## src/hw/rtl/cubic_trajectory_pd_tracker_defines.svh

```systemverilog
// Assertion macros used by the tracker sequencer.
`ifndef CUBIC_TRAJECTORY_PD_TRACKER_DEFINES_SVH
`define CUBIC_TRAJECTORY_PD_TRACKER_DEFINES_SVH

// Same-cycle implication, checked out of reset.
`define CTPD_ASSERT_IMPL(lbl, ante, cons) \
  lbl: assert property (@(posedge clk) disable iff (rst) (ante) |-> (cons)) \
    else $error("ctpd same-cycle check failed");

// Next-cycle implication, checked out of reset.
`define CTPD_ASSERT_NEXT(lbl, ante, cons) \
  lbl: assert property (@(posedge clk) disable iff (rst) (ante) |=> (cons)) \
    else $error("ctpd next-cycle check failed");

`endif

```

## src/hw/rtl/ctpd_pkg.sv

```systemverilog
// Shared types and constants of the cubic trajectory PD tracker.
package ctpd_pkg;

  localparam int Joints = 3;
  localparam int JidxW = (Joints > 1) ? $clog2(Joints) : 1;
  localparam int FracBitsDefault = 16;
  localparam int CfgIdxW = 3;
  localparam int RegW = 31;

  localparam int CFG_KP = 0;
  localparam int CFG_KV = 1;
  localparam int CFG_VEL0 = 2;
  localparam int CFG_ACC0 = 2 + Joints;

  localparam logic [63:0] TimeMax = 64'h0000_0000_FFFF_FFFF;
  localparam logic [63:0] Lim62 = 64'h4000_0000_0000_0000;
  localparam logic [63:0] Sat60 = 64'h1000_0000_0000_0000;
  localparam logic [63:0] CoefMax = 64'h0000_7FFF_FFFF_FFFF;
  localparam logic [63:0] CoefMaxDiv3 = CoefMax / 3;

  typedef enum logic [4:0] {
    OP_NONE,
    OP_LOAD,
    OP_DIFF,
    OP_DIV_T1,
    OP_TMAX_Q,
    OP_DIV_R,
    OP_SQRT,
    OP_TMAX_S,
    OP_TSQ,
    OP_COEF_ZERO,
    OP_DIV_V,
    OP_QUAD,
    OP_DIV_C,
    OP_CUBIC,
    OP_FIN_START,
    OP_MUL,
    OP_ERR,
    OP_TAU,
    OP_PUBLISH
  } op_t;

  typedef enum logic [2:0] {
    MS_A2T,
    MS_A3T,
    MS_A3T2,
    MS_P1,
    MS_P2,
    MS_EP,
    MS_EV
  } msel_t;

  typedef struct packed {
    op_t   op;
    msel_t msel;
  } cmd_t;

  typedef struct packed {
    logic div_done;
    logic sqrt_done;
    logic mul_done;
    logic last_joint;
    logic t_zero;
    logic out_busy;
  } sts_t;

endpackage

```

## src/hw/rtl/ctpd_ctrl.sv

```systemverilog
// Sequencer of the tracker: walks joints through the start and tick flows.
`include "cubic_trajectory_pd_tracker_defines.svh"

module ctpd_ctrl (
  input  logic             clk,
  input  logic             rst,
  input  logic             in_valid,
  input  logic             action,
  output logic             in_ready,
  input  ctpd_pkg::sts_t   sts,
  output ctpd_pkg::cmd_t   cmd
);

  typedef enum logic [19:0] {
    ST_IDLE = 20'h00001,
    ST_DIFF = 20'h00002,
    ST_T1   = 20'h00004,
    ST_T1W  = 20'h00008,
    ST_R    = 20'h00010,
    ST_RW   = 20'h00020,
    ST_SQ   = 20'h00040,
    ST_SQW  = 20'h00080,
    ST_TSQ  = 20'h00100,
    ST_ZERO = 20'h00200,
    ST_V    = 20'h00400,
    ST_VW   = 20'h00800,
    ST_C    = 20'h01000,
    ST_CW   = 20'h02000,
    ST_FIN  = 20'h04000,
    ST_MUL  = 20'h08000,
    ST_MULW = 20'h10000,
    ST_ERR  = 20'h20000,
    ST_TAU  = 20'h40000,
    ST_OUT  = 20'h80000
  } state_t;

  state_t state, state_next;
  ctpd_pkg::msel_t step, step_next;

  function automatic ctpd_pkg::msel_t succ(input ctpd_pkg::msel_t s);
    ctpd_pkg::msel_t r;
    case (s)
      ctpd_pkg::MS_A2T:  r = ctpd_pkg::MS_A3T;
      ctpd_pkg::MS_A3T:  r = ctpd_pkg::MS_A3T2;
      ctpd_pkg::MS_A3T2: r = ctpd_pkg::MS_P1;
      ctpd_pkg::MS_P1:   r = ctpd_pkg::MS_P2;
      ctpd_pkg::MS_P2:   r = ctpd_pkg::MS_EP;
      ctpd_pkg::MS_EP:   r = ctpd_pkg::MS_EV;
      default:           r = ctpd_pkg::MS_A2T;
    endcase
    return r;
  endfunction

  always_ff @(posedge clk) begin
    if (rst) begin
      state <= ST_IDLE;
      step <= ctpd_pkg::MS_A2T;
    end else begin
      state <= state_next;
      step <= step_next;
    end
  end

  always_comb begin
    state_next = state;
    step_next = step;
    cmd.op = ctpd_pkg::OP_NONE;
    cmd.msel = step;
    in_ready = 1'b0;
    case (state)
      ST_IDLE: begin
        in_ready = 1'b1;
        if (in_valid) begin
          cmd.op = ctpd_pkg::OP_LOAD;
          step_next = ctpd_pkg::MS_A2T;
          state_next = action ? ST_MUL : ST_DIFF;
        end
      end
      ST_DIFF: begin
        cmd.op = ctpd_pkg::OP_DIFF;
        state_next = ST_T1;
      end
      ST_T1: begin
        cmd.op = ctpd_pkg::OP_DIV_T1;
        state_next = ST_T1W;
      end
      ST_T1W: begin
        if (sts.div_done) begin
          cmd.op = ctpd_pkg::OP_TMAX_Q;
          state_next = ST_R;
        end
      end
      ST_R: begin
        cmd.op = ctpd_pkg::OP_DIV_R;
        state_next = ST_RW;
      end
      ST_RW: begin
        if (sts.div_done) begin
          state_next = ST_SQ;
        end
      end
      ST_SQ: begin
        cmd.op = ctpd_pkg::OP_SQRT;
        state_next = ST_SQW;
      end
      ST_SQW: begin
        if (sts.sqrt_done) begin
          cmd.op = ctpd_pkg::OP_TMAX_S;
          state_next = sts.last_joint ? ST_TSQ : ST_DIFF;
        end
      end
      ST_TSQ: begin
        cmd.op = ctpd_pkg::OP_TSQ;
        state_next = sts.t_zero ? ST_ZERO : ST_V;
      end
      ST_ZERO: begin
        cmd.op = ctpd_pkg::OP_COEF_ZERO;
        if (sts.last_joint) begin
          state_next = ST_FIN;
        end
      end
      ST_V: begin
        cmd.op = ctpd_pkg::OP_DIV_V;
        state_next = ST_VW;
      end
      ST_VW: begin
        if (sts.div_done) begin
          cmd.op = ctpd_pkg::OP_QUAD;
          state_next = ST_C;
        end
      end
      ST_C: begin
        cmd.op = ctpd_pkg::OP_DIV_C;
        state_next = ST_CW;
      end
      ST_CW: begin
        if (sts.div_done) begin
          cmd.op = ctpd_pkg::OP_CUBIC;
          state_next = sts.last_joint ? ST_FIN : ST_V;
        end
      end
      ST_FIN: begin
        cmd.op = ctpd_pkg::OP_FIN_START;
        state_next = ST_OUT;
      end
      ST_MUL: begin
        cmd.op = ctpd_pkg::OP_MUL;
        state_next = ST_MULW;
      end
      ST_MULW: begin
        if (sts.mul_done) begin
          step_next = succ(step);
          case (step)
            ctpd_pkg::MS_P2: state_next = ST_ERR;
            ctpd_pkg::MS_EV: state_next = ST_TAU;
            default:         state_next = ST_MUL;
          endcase
        end
      end
      ST_ERR: begin
        cmd.op = ctpd_pkg::OP_ERR;
        state_next = ST_MUL;
      end
      ST_TAU: begin
        cmd.op = ctpd_pkg::OP_TAU;
        state_next = sts.last_joint ? ST_OUT : ST_MUL;
      end
      ST_OUT: begin
        if (!sts.out_busy) begin
          cmd.op = ctpd_pkg::OP_PUBLISH;
          state_next = ST_IDLE;
        end
      end
      default: begin
        state_next = ST_IDLE;
      end
    endcase
  end

  `CTPD_ASSERT_NEXT(a_accept_busy, in_valid && in_ready, !in_ready)
  `CTPD_ASSERT_NEXT(a_publish_idle, (state == ST_OUT) && !sts.out_busy, state == ST_IDLE)
  `CTPD_ASSERT_NEXT(a_ev_to_tau, (state == ST_MULW) && sts.mul_done && (step == ctpd_pkg::MS_EV), state == ST_TAU)

endmodule

```

## config.mk

```make
export PLATFORM = sky130hd
export DESIGN_NAME = ctpd_ctrl
export DESIGN_NICKNAME = d
export VERILOG_FILES = /design/src/hw/rtl/ctpd_pkg.sv /design/src/hw/rtl/ctpd_ctrl.sv
export VERILOG_INCLUDE_DIRS = /design/src /design/src/hw/rtl
export SDC_FILE = /design/constraint.sdc
export NUM_CORES = 1
export LEC_CHECK = 0
export BUFFER_PORTS_ARGS = -buffer_cell sky130_fd_sc_hd__buf_2
export CORE_ASPECT_RATIO = 2
export CORE_MARGIN = 1.5
export CORE_UTILIZATION = 40
export CTS_BUF_LIST = sky130_fd_sc_hd__clkbuf_4 sky130_fd_sc_hd__clkbuf_8 sky130_fd_sc_hd__clkbuf_16
export CTS_CLUSTER_SIZE = 30
export DETAILED_ROUTE_END_ITERATION = 10
export GPL_TIMING_DRIVEN = 1
export HOLD_SLACK_MARGIN = 0.02
export PLACE_DENSITY = 0.57
export SLEW_MARGIN = 25
export SYNTH_ARGS = -nofsm -noshare
export SYNTH_HDL_FRONTEND = slang
export SYNTH_SLANG_ARGS = --single-unit
```

## constraint.sdc

```tcl
create_clock -name clk -period 3.9 [get_ports clk]
set_input_delay 0.195 -clock clk [delete_from_list [all_inputs] [get_ports clk]]
set_output_delay 0.195 -clock clk [all_outputs]
set_load 0.02 [all_outputs]
```

## After elaboration in Yosys (flattened, before gate mapping)

Cells that the tools add are included.
W data, S select, Z words.

- Equal/unequal tests: 35
- Reduce and logical (&&, ||, !) cells: 4
- Multiplexer cells: 28

Operators with widths:

| operator | number |
|---|---|
| $pmux W20 S20 | 1 |
| $mux W20 | 10 |
| $pmux W5 S18 | 1 |
| $pmux W19 S2 | 1 |
| $eq A20 B1 Y1 const B | 1 |
| $eq A20 B10 Y1 const B | 1 |
| $eq A20 B11 Y1 const B | 1 |
| $eq A20 B12 Y1 const B | 1 |
| $eq A20 B13 Y1 const B | 1 |
| $eq A20 B14 Y1 const B | 1 |
| $eq A20 B15 Y1 const B | 1 |
| $eq A20 B16 Y1 const B | 1 |
| $eq A20 B17 Y1 const B | 1 |
| $eq A20 B18 Y1 const B | 1 |
| $eq A20 B19 Y1 const B | 1 |
| $eq A20 B2 Y1 const B | 1 |
| $eq A20 B20 Y1 const B | 1 |
| $eq A20 B3 Y1 const B | 1 |
| $eq A20 B4 Y1 const B | 1 |
| $eq A20 B5 Y1 const B | 1 |
| $eq A20 B6 Y1 const B | 1 |
| $eq A20 B7 Y1 const B | 1 |
| $eq A20 B8 Y1 const B | 1 |
| $eq A20 B9 Y1 const B | 1 |
| other kinds (18) | 34 |

- Logic and storage cells: 69
- Register bits after elaboration: 23
- Input bits: 10
- Output and inout bits: 9

## Depth between registers and ports, before layout

Gate-level depths: netlist of the first run.

- Depth in word-level cells: 4
- Gate-level depth with buffers: 10
- Gate-level depth less buffers: 8

## Worst setup path before layout of the first run

No wires, ideal clock.

- Path type: register to register
- Start point: reg state[9]
- End point: reg state[0]
- Setup slack: 1.528 ns
- Library setup time: 0.120 ns
- Required time: 3.780 ns
- Arrival time: 2.252 ns
- Path buffers: 3
- Clock period less this slack: 2.372 ns
- Cell stages (with the launch flop): 11
- Cell sequence: dfxtp_1 -> buf_6 -> nor4_4 -> nand4_4 -> or4_4 -> buf_6 -> nand4_1 -> a2111oi_0 -> a41o_1 -> buf_6 -> or2_1

- Cells in the longest elaborated chain, start to end: 3
- Elaborated cells between the ends (all ways): 31
- Classes of those cells: eq/ne (29); mux (1); reduce/logical (1)

RTL lines:

| what | RTL line | source |
|---|---|---|
| start, declared | ctpd_ctrl.sv:37 | `state_t state, state_next;` |
| start signal, assigned | ctpd_ctrl.sv:59 | `state <= state_next;` |
| $eq A20 B4 Y1 (tied with other cells) | ctpd_ctrl.sv:70 | `case (state)` |
| $ne A2 B2 Y1 (no line) | -- |  |
| $reduce_and A9 Y1 (no line) | -- |  |

Parallel ways exist; a longest one is shown, timed or not.
A chain may end at the register's enable or synchronous reset.

==> results of run 1 <==
worst reg2reg max path, stage by stage (launching register included):
cell	delay, ps
dfxtp_1	410
nor4_4	450
nand4_1	350
nor2_1	380
nor3_1	140
o21ai_2	470
nor2_1	210
and4_1	220
stage by stage:
| step | utilization | instance area [sq um] | std cells | hold WS [ps] |
|---|---|---|---|---|
| 2_1_floorplan | - | 1560 | 185 | 355 |
| 3_3_place_gp | 0.449 | 1650 | 244 | 498 |
| 3_5_place_dp | 0.449 | 1650 | 244 | 499 |
| 4_1_cts | 0.462 | 1700 | 248 | 214 |
| 5_1_grt | 0.462 | 1700 | 248 | 233 |
| 6_report | 0.462 | 1700 | 248 | 220 |
worst paths after layout:
path	slack [ps]	cells after the start	startpoint	endpoint
worst max-delay path	980	8	state[19]	cmd[3]
worst min-delay path	220	3	sts[1]	state[9]
worst max register to register	1170	7	state[19]	state[18]
worst min register to register	550	2	step[1]	step[1]
power groups by stage:
stage / combinational (mW) / clock, mW / sequential [mW]
after CTS: 0.194 / 0.160 / 0.254
final: 0.195 / 0.157 / 0.254
after floorplan: 0.151 / 0 / 0.256
after global routing: 0.214 / 0.169 / 0.256
after detailed placement: 0.194 / 0 / 0.259
after global placement: 0.193 / 0 / 0.258
logic make-up after synthesis:
kind of cell    count (synthesis)  synth area share
simple gates                  104             0.466
compound gates                 40             0.169
flops                          23             0.296
buf+inv                        15            0.0515
xor+xnor                        2            0.0113
mux                             1           0.00644
final cells by class:
class / instances / area, sq um / area share
clock buffer: 4 / 48.8 / 0.0287
multi-input combinational: 147 / 1010 / 0.596
timing repair buffer: 18 / 90.1 / 0.0529
inverter: 7 / 26.3 / 0.0154
sequential: 23 / 460 / 0.271
tap: 49 / 61.3 / 0.0360
flip-flops by register name, summed over array words and instances, names as in the netlist:
name / flops
state: 20
step: 3
cell usage in the layout (no fill, tap or decap), types with 5 or more instances in the layout:
cell type / Yosys / final
nand2_1: 10 / 10
o21ai_0: 11 / 11
nand2b_1: 5 / 5
nand3b_1: 6 / 6
nor4_1: 7 / 7
buf_2: 1 / 18
nor3_1: 9 / 9
nor2_1: 17 / 17
a21oi_1: 13 / 13
nor4_4: 5 / 5
inv_1: 7 / 7
nand4_1: 6 / 6
dfxtp_1: 23 / 23
routing by layer:
| metal | part of all wire | vias to the layer above | wire length, um |
|---|---|---|---|
| li1 | - | 732 | - |
| met1 | 0.38 | 758 | 1640 |
| met2 | 0.55 | 40 | 2350 |
| met3 | 0.028 | 12 | 121 |
| met4 | 0.036 | 0 | 152 |
| met5 | 0 | - | 0 |
==> results.txt, run 1 <==
----------------------------------------------------
[Power]
  Leakage power of the design ... 0.633 nW
  IR Drop Worst-Case VDD ... 0.264 mV
  Switch Pwr ... 0.214 mW
  Cell-internal power ... 0.391 mW
  Fraction of power consumed by the clock network ... 0.259
  Share of power burned in registers ... 0.419
  Combinational group share of total power ... 0.322
  Power density relative to cell area ... 356 nW/um^2
  Post-layout total power ... 0.606 mW
  Sw frac ... 0.354

[CTS]
  Post-CTS setup buffer count ... 0
  Clock Latency Late Sink ... 270 ps
  Clock root buffer ... clkbuf_8
  TritonCTS clock tree ... yes
  H-tree lvl count ... 1
  Num CTS Buffers ... 3
  Bufs on Longest Clock Path ... 2
  Clock sink count ... 23
  Clock-pin transition on the worst setup and hold timing paths ... 80 ps
  # hold bufs at CTS ... 0
  Post-cts gate resize count ... 0

[Placed design]
  Setup slack after placement ... 1230 ps
  Placer Congestion ... 1.00
  Count of input and output buffers ... 18
  Post-DP HPWL ... 3430 um

[STA]
  Aggregate negative setup slack ... 0 ps
  RSZ-0062 raised after global routing ... false
  Tmin final ... 2920 ps
  Number of max-slew violations in the final report ... 0
  Fin crit share ... 0.749
  # setup viols final ... 0
  Relative slew slack ... 0.632
  Maximum achievable frequency ... 342 MHz
  Hold violation total from the final report ... 0
  Minimum setup slack in the final design ... 977 ps
  Maximum clock skew at final layout ... 1.57 ps
  Actual transition at the worst max-transition pin ... 551 ps

[Global routing]
  Initial antenna violation count ... 0
  Global routing's busiest layer ... met2
  Maximum number of pins on one net before global-route repair ... 13
  Wire length of the first global-routing pass ... 7070 um
  Vias in the first global route ... 1532
  Total overflow reported by the global router ... 0
  Met2 demand-to-capacity share in global routing ... 0.379
  Met3 Usage GRT ... 0.0179
  Global routing met1 resource utilization ... 0.254
  All-layer global routing usage ... 0.224

[Setup path]
  Category of the most critical setup path ... register to output pin
  Arrival time reported for the critical path endpoint ... 2730 ps
  Slowest cell on the critical path ... or3b_2
  Top fanout value on the critical path ... 9
  Setup crit start kind ... register
  Crit-path max cell delay ... 520 ps
  Top delay family on crit path ... simple AND/OR/NAND/NOR gates
  Critical path endpoint category ... output pin
  Data required time of the worst path ... 3700 ps
  CP bufs+invs ... 1
  Critical Path, Cell by Cell ... nor4_4, nand4_1, or3_1, or3b_2, o41ai_1, nor2_1, nand3_1, buf_2

[Synthesis]
  Post-synth top cells ... dfxtp_1 (23), nor2_1 (17), a21oi_1 (13)
  Post-synth top flop ... dfxtp_1
  Top-area cell type share of the netlist area ... 0.296
  Average instance area after synthesis ... 8.41 sq um
  Seq/Total Area, Yosys ... 0.296
  Syn Inst Count ... 185
  #FFs+latches synth ... 23
  Top post-synthesis cells by area ... dfxtp_1 (30%), nor4_4 (6.8%), a21oi_1 (4.2%), nor2_1 (4.1%), o21ai_0 (3.5%)
  Number of synthesized flops with an enable pin ... 0
  Cell type with the highest aggregate area in the netlist ... dfxtp_1
  FFs w/ async S/R, synth ... 0
  Library cells used by synthesis ... 52
  Nets in the synthesized netlist ... 195
  Dominant cell by count in the synthesized netlist ... dfxtp_1
  Synthesized area ... 1560 sq um
  Number of synthesis warnings ... 0

[Floorplanning]
  Total I/O pin count ... 19
  Initial core utilization ... 0.422
  Floorplan die height ... 91.2 um
  Total Die Area ... 4290 sq um
  Area inside the core boundary ... 3680 sq um
  Die Width ... 47.1 um
  Total number of placement rows ... 31

[Routing]
  Routed wire length ... 4270 um
  Per-cell routed wire length ... 17.2 um
  Via Count ... 1542
  Drt via density ... 6.22
  DRC marker count from the first detailed-route iteration ... 46
  First drt pass iteration count ... 4
  Number of remaining DRC errors ... 0
  Number of nets still failing antenna checks after routing ... 0

[Min path]
  Min-delay worst type ... input pin to register

[Layout]
  Antenna diode instance count ... 0
  Final #Nets ... 210
  Area added between synthesis and finish ... 9.41%
  Number of fill cells in the layout ... 387
  Layout cell share with drive strength beyond 1 ... 0.221

[Job]
  Maximum capacitance violations ... 0

[Status]
  Status ... finished, final reports clean

----------------------------------------------------
(Power assumes the default switching activity.)
==> run 2: changes to the inputs <==
--- a/config.mk
+++ b/config.mk
@@ -6,6 +6,7 @@
 export SDC_FILE = /design/constraint.sdc
 export NUM_CORES = 1
 export LEC_CHECK = 0
+export ABC_AREA = 1
 export BUFFER_PORTS_ARGS = -buffer_cell sky130_fd_sc_hd__buf_2
 export CORE_ASPECT_RATIO = 2
 export CORE_MARGIN = 1.5
==> constraint.sdc (replaced) <==
create_clock -name clk -period 2.7 [get_ports clk]
set_input_delay 0.135 -clock clk [delete_from_list [all_inputs] [get_ports clk]]
set_output_delay 0.135 -clock clk [all_outputs]
set_load 0.02 [all_outputs]
==> results.txt, run 2 <==
----------------------------------------------------
[Routing]
  Number of remaining DRC errors ... 0
  Per-cell routed wire length ... 15.0 um
  DRC marker count from the first detailed-route iteration ... 67
  First drt pass iteration count ... 5
  Number of nets still failing antenna checks after routing ... 0
  Drt via density ... 5.19
  Via Count ... 1734
  Routed wire length ... 5010 um

[Synthesis]
  Post-synth top cells ... nand2_1 (51), nor2_1 (35), inv_1 (34)
  Number of synthesis warnings ... 0
  Cell type with the highest aggregate area in the netlist ... dfxtp_1
  Nets in the synthesized netlist ... 272
  Synthesized area ... 1740 sq um
  Number of synthesized flops with an enable pin ... 0
  Syn Inst Count ... 262
  Top post-synthesis cells by area ... dfxtp_1 (26%), nand2_1 (11%), nand3_1 (7.8%), nor2_1 (7.5%), inv_1 (7.3%)
  Library cells used by synthesis ... 31
  FFs w/ async S/R, synth ... 0
  Top-area cell type share of the netlist area ... 0.265
  Post-synth top flop ... dfxtp_1
  #FFs+latches synth ... 23
  Average instance area after synthesis ... 6.64 sq um
  Seq/Total Area, Yosys ... 0.265
  Dominant cell by count in the synthesized netlist ... nand2_1

[Layout]
  Largest registers ranked by flip-flop count ... state: 20 flops, step: 3 flops
  Number of fill cells in the layout ... 463
  Antenna diode instance count ... 0
  Final #Nets ... 293
  Area added between synthesis and finish ... 10.9%
  Largest register by flop count ... state
  Leading cell type in the layout, fill and taps excluded ... nand2_1
  Max reg flops ... 20
  Layout cell share with drive strength beyond 1 ... 0.248
  Most frequent cells in the layout ... nand2_1 (51), nor2_1 (35), inv_1 (34), nand3_1 (27), dfxtp_1 (23)

[CTS]
  Post-cts gate resize count ... 0
  Clock-pin transition on the worst setup and hold timing paths ... 80 ps
  Bufs on Longest Clock Path ... 2
  Post-CTS setup buffer count ... 0
  Clock sink count ... 23
  Clock root buffer ... clkbuf_8
  Num CTS Buffers ... 3
  # hold bufs at CTS ... 0
  TritonCTS clock tree ... yes
  H-tree lvl count ... 1
  Clock Latency Late Sink ... 270 ps

[Floorplanning]
  Total number of placement rows ... 33
  Die Width ... 49.6 um
  Total I/O pin count ... 19
  Total Die Area ... 4780 sq um
  Floorplan die height ... 96.3 um
  Initial core utilization ... 0.422
  Area inside the core boundary ... 4130 sq um

[Placed design]
  Setup slack after placement ... 812 ps
  Placer Congestion ... 0.912
  Count of input and output buffers ... 18
  Post-DP HPWL ... 4130 um

[Power]
  Cell-internal power ... 0.947 mW
  Power density relative to cell area ... 1100 nW/um^2
  Fraction of power consumed by the clock network ... 0.109
  Leakage power of the design ... 0.960 nW
  Sw frac ... 0.554
  Switch Pwr ... 1.18 mW
  IR Drop Worst-Case VDD ... 0.572 mV
  Combinational group share of total power ... 0.687
  Share of power burned in registers ... 0.204

[Setup path]
  Data required time of the worst path ... 2570 ps
  Category of the most critical setup path ... register to output pin
  Arrival time reported for the critical path endpoint ... 1960 ps
  Top fanout value on the critical path ... 13
  Startpoint of the most critical register-to-register path ... state[16]
  Critical path endpoint category ... output pin
  Setup crit start kind ... register
  Beginning of the critical path ... state[9]

[Job]
  Maximum capacitance violations ... 0

[STA]
  Tmin final ... 2090 ps
  Maximum achievable frequency ... 478 MHz
  Fin crit share ... 0.774
  Relative slew slack ... 0.775
  Maximum clock skew at final layout ... 6.22 ps
  RSZ-0062 raised after global routing ... false
  Hold violation total from the final report ... 0
  # setup viols final ... 0
  Number of max-slew violations in the final report ... 0
  Minimum setup slack in the final design ... 609 ps
  Aggregate negative setup slack ... 0 ps
  Actual transition at the worst max-transition pin ... 334 ps

[Global routing]
  Maximum number of pins on one net before global-route repair ... 14
  Initial antenna violation count ... 0
  All-layer global routing usage ... 0.238
  Wire length of the first global-routing pass ... 8550 um
  Total overflow reported by the global router ... 0
  Vias in the first global route ... 1828

[Min path]
  Min-delay worst type ... input pin to register
  Start point of the worst min-delay path ... sts[1]

[Status]
  Status ... finished, final reports clean

----------------------------------------------------
==> run 2: cell count changes in the layout (fill, tap and decap cells not counted), sizes merged, moves of 9 or more <==
cell / previous run / this run
inv: 7 / 39
nand2: 11 / 64
nand3: 3 / 30
nor2: 17 / 58
nor4: 12 / 0
o21ai: 12 / 3
==> run 2: metrics by stage <==
| step | total power, mW | std cells | hold WS [ps] | cell area (sq um) | utilization |
|---|---|---|---|---|---|
| 2_1_floorplan | 1.61 | 262 | 295 | 1740 | - |
| 3_3_place_gp | 1.90 | 330 | 430 | 1880 | 0.455 |
| 3_5_place_dp | 1.89 | 330 | 432 | 1880 | 0.455 |
| 4_1_cts | 2.12 | 334 | 150 | 1930 | 0.467 |
| 5_1_grt | 2.29 | 334 | 165 | 1930 | 0.467 |
| 6_report | 2.12 | 334 | 142 | 1930 | 0.467 |
==> run 2: layout make-up <==
cell class / instances / area, sq um / area share
clock buffers: 4 / 48.8 / 0.0253
inverters: 40 / 153 / 0.0791
multi-input cells: 197 / 1110 / 0.577
flip-flops and latches: 23 / 460 / 0.239
well taps: 52 / 65.1 / 0.0337
repair buffers: 18 / 90.1 / 0.0467
==> run 2: critical path, cell delays in order (launching register included) <==
cell       delay, ps
dfxtp_1          320
nor2_1           160
nand2_2          140
nor2_8           250
nand3_1          220
nor2_1           200
inv_1             80
o2111ai_1        100
buf_2            200
==> run 2: final timing paths <==
path | slack [ps] | cells past startpoint | end
worst min register to register | 530 | 2 | state[18]
worst max-delay path | 610 | 8 | cmd[3]
worst max register to register | 800 | 12 | state[11]
worst min-delay path | 140 | 3 | state[9]
==> run 2: power groups by stage <==
stage          combinational (mW)  sequential (mW)  clock, mW
2_1_floorplan                1.18            0.432          0
3_3_place_gp                 1.46            0.441          0
3_5_place_dp                 1.45            0.441          0
4_1_cts                      1.46            0.433      0.234
5_1_grt                      1.60            0.438      0.250
6_report                     1.46            0.434      0.232
==> run 2: metal layers <==
layer  up-vias  global-route usage  share of wire
met1       782               0.231           0.36
met4         0               0.146          0.051
met3        20              0.0217          0.036
met2        52               0.466           0.55
li1        880                   -              -
met5         -                   0              0
==> run 2: cell families after synthesis <==
group,count (synthesis),share of synthesized area
AO/OA/AOI/OAI,18,0.0654
flip-flops,23,0.265
AND/OR/NAND/NOR,179,0.574
buffers and inverters,42,0.0963
==> run 3: changes to the inputs <==
--- a/config.mk
+++ b/config.mk
@@ -16,7 +16,7 @@
 export DETAILED_ROUTE_END_ITERATION = 10
 export GPL_TIMING_DRIVEN = 1
 export HOLD_SLACK_MARGIN = 0.02
-export PLACE_DENSITY = 0.57
+export PLACE_DENSITY = 0.59
 export SLEW_MARGIN = 25
 export SYNTH_ARGS = -nofsm -noshare
 export SYNTH_HDL_FRONTEND = slang
==> constraint.sdc (replaced) <==
create_clock -name clk -period 1.7 [get_ports clk]
set_input_delay 0.085 -clock clk [delete_from_list [all_inputs] [get_ports clk]]
set_output_delay 0.085 -clock clk [all_outputs]
set_load 0.02 [all_outputs]
==> results.txt, run 3 (synthesis gave the netlist of run 2 again) <==
----------------------------------------------------
[Status]
  Status ... finished with violations
  Violated checks ... negative setup slack

[Global routing]
  Maximum number of pins on one net before global-route repair ... 13
  All-layer global routing usage ... 0.271
  Wire length of the first global-routing pass ... 9610 um
  Vias in the first global route ... 2074
  Total overflow reported by the global router ... 0
  Initial antenna violation count ... 0

[Placed design]
  Post-DP HPWL ... 4590 um
  Placer Congestion ... 1.00
  Cell Count Post-Placement ... 369
  Count of input and output buffers ... 18

[Layout]
  Largest register by flop count ... state
  Util after Layout ... 0.695
  Non-Filler Instances ... 395
  Layout cell share with drive strength beyond 1 ... 0.601
  Leading cell type in the layout, fill and taps excluded ... buf_4
  Max reg flops ... 20
  Final #Nets ... 354
  Most frequent cells in the layout ... buf_4 (50), nand2_1 (36), inv_1 (33), nor2_1 (19), dfxtp_2 (19)
  Antenna diode instance count ... 0
  Area added between synthesis and finish ... 64.8%
  Largest registers ranked by flip-flop count ... state: 20 flops, step: 3 flops

[Setup path]
  Depth of the most critical reg-to-reg path ... 13
  Category of the most critical setup path ... register to register
  Data required time of the worst path ... 1910 ps
  Top fanout value on the critical path ... 8
  Critical path endpoint category ... register
  Arrival time reported for the critical path endpoint ... 2150 ps
  Setup crit start kind ... register

[Floorplanning]
  Total number of placement rows ... 33
  Total I/O pin count ... 19
  Area inside the core boundary ... 4130 sq um
  Die Width ... 49.6 um
  Floorplan die height ... 96.3 um
  Total Die Area ... 4780 sq um
  Initial core utilization ... 0.422

[Routing]
  Via Count ... 2119
  Number of remaining DRC errors ... 0
  DRC marker count from the first detailed-route iteration ... 79
  Routed wire length ... 6550 um
  Number of nets still failing antenna checks after routing ... 0
  Drt via density ... 5.36
  Per-cell routed wire length ... 16.6 um
  First drt pass iteration count ... 4

[STA]
  Fin crit share ... 1.14
  Smallest hold slack ... 89.6 ps
  Number of max-slew violations in the final report ... 0
  # setup viols final ... 26
  RSZ-0062 raised after global routing ... true
  Minimum setup slack in the final design ... -243 ps
  Hold violation total from the final report ... 0
  Aggregate negative setup slack ... -3530 ps
  Maximum clock skew at final layout ... 7.20 ps
  Relative slew slack ... 0.668
  Tmin final ... 1940 ps
  Actual transition at the worst max-transition pin ... 495 ps
  Maximum achievable frequency ... 515 MHz

[Min path]
  Min-delay worst type ... input pin to register
  Hold Path Stages ... 3

[CTS]
  Clock root buffer ... clkbuf_8
  # hold bufs at CTS ... 0
  H-tree lvl count ... 1
  Clock-pin transition on the worst setup and hold timing paths ... 90 ps
  Bufs on Longest Clock Path ... 2
  Clock Latency Late Sink ... 270 ps
  Num CTS Buffers ... 3
  Clock sink count ... 23
  TritonCTS clock tree ... yes

[Power]
  Leakage power of the design ... 1.37 nW
  Power density relative to cell area ... 1890 nW/um^2
  IR Drop Worst-Case VDD ... 1.32 mV
  Post-layout total power ... 5.43 mW

[Job]
  Maximum capacitance violations ... 0

----------------------------------------------------
run 3: changes by cell type in the layout (fill, tap and decap cells not counted), sizes merged:
cell,delta
buf,+60
nand2,+1
run 3: path summary, 6_finish.rpt:
path / startpoint / to / slack (ps)
worst max-delay path: state[14] / state[12] / -240
worst min-delay path: sts[1] / state[9] / 90
worst max register to register: state[14] / state[12] / -240
worst min register to register: step[0] / step[0] / 520
run 3: per-layer routing:
metal / vias to the layer above / wire, um / track usage
met2: 99 / 3530 / 0.513
li1: 1012 / - / -
met3: 43 / 325 / 0.0326
met4: 0 / 573 / 0.243
met1: 965 / 2120 / 0.243
met5: - / 0 / 0
run 3: critical path, cell delays in order (launching register included):
cell     delay, ps
dfxtp_2        350
nor2_4         120
nand2_4        100
nor2_8         230
buf_6          140
buf_4          110
nand3_2        110
nand2_2        150
nor2_2          50
nand3_1        100
nor2_2          70
nand2_4        110
nand2_8        100
nor2_4         120
run 3: where the power goes:
group | switching (mW) | total (mW) | internal, mW
Sequential | 0.0742 | 0.708 | 0.633
Clock | 0.183 | 0.367 | 0.184
Combinational | 2.48 | 4.36 | 1.88
Total | 2.74 | 5.43 | 2.69
run 3: stage by stage:
stage | cell area (sq um) | setup slack [ps]
3_5_place_dp | 2170 | -236
4_1_cts | 2550 | -195
2_1_floorplan | 1740 | 131
6_report | 2870 | -243
3_3_place_gp | 2170 | -282
5_1_grt | 2870 | -327
run 3: what timing repair did:
action	4_1_cts	5_1_grt
endpoints found under the setup margin	25	26
cloned	1	0
buffers inserted	13	8
pin swaps	18	28
gates resized for setup	61	69
run 3: final cells by class:
type | instances | area, sq um
well taps | 52 | 65.1
fillers | 340 | 1260
flip-flops and latches | 23 | 488
clock buffers | 4 | 48.8
repair buffers | 78 | 624
multi-input cells | 198 | 1490
inverters | 40 | 153
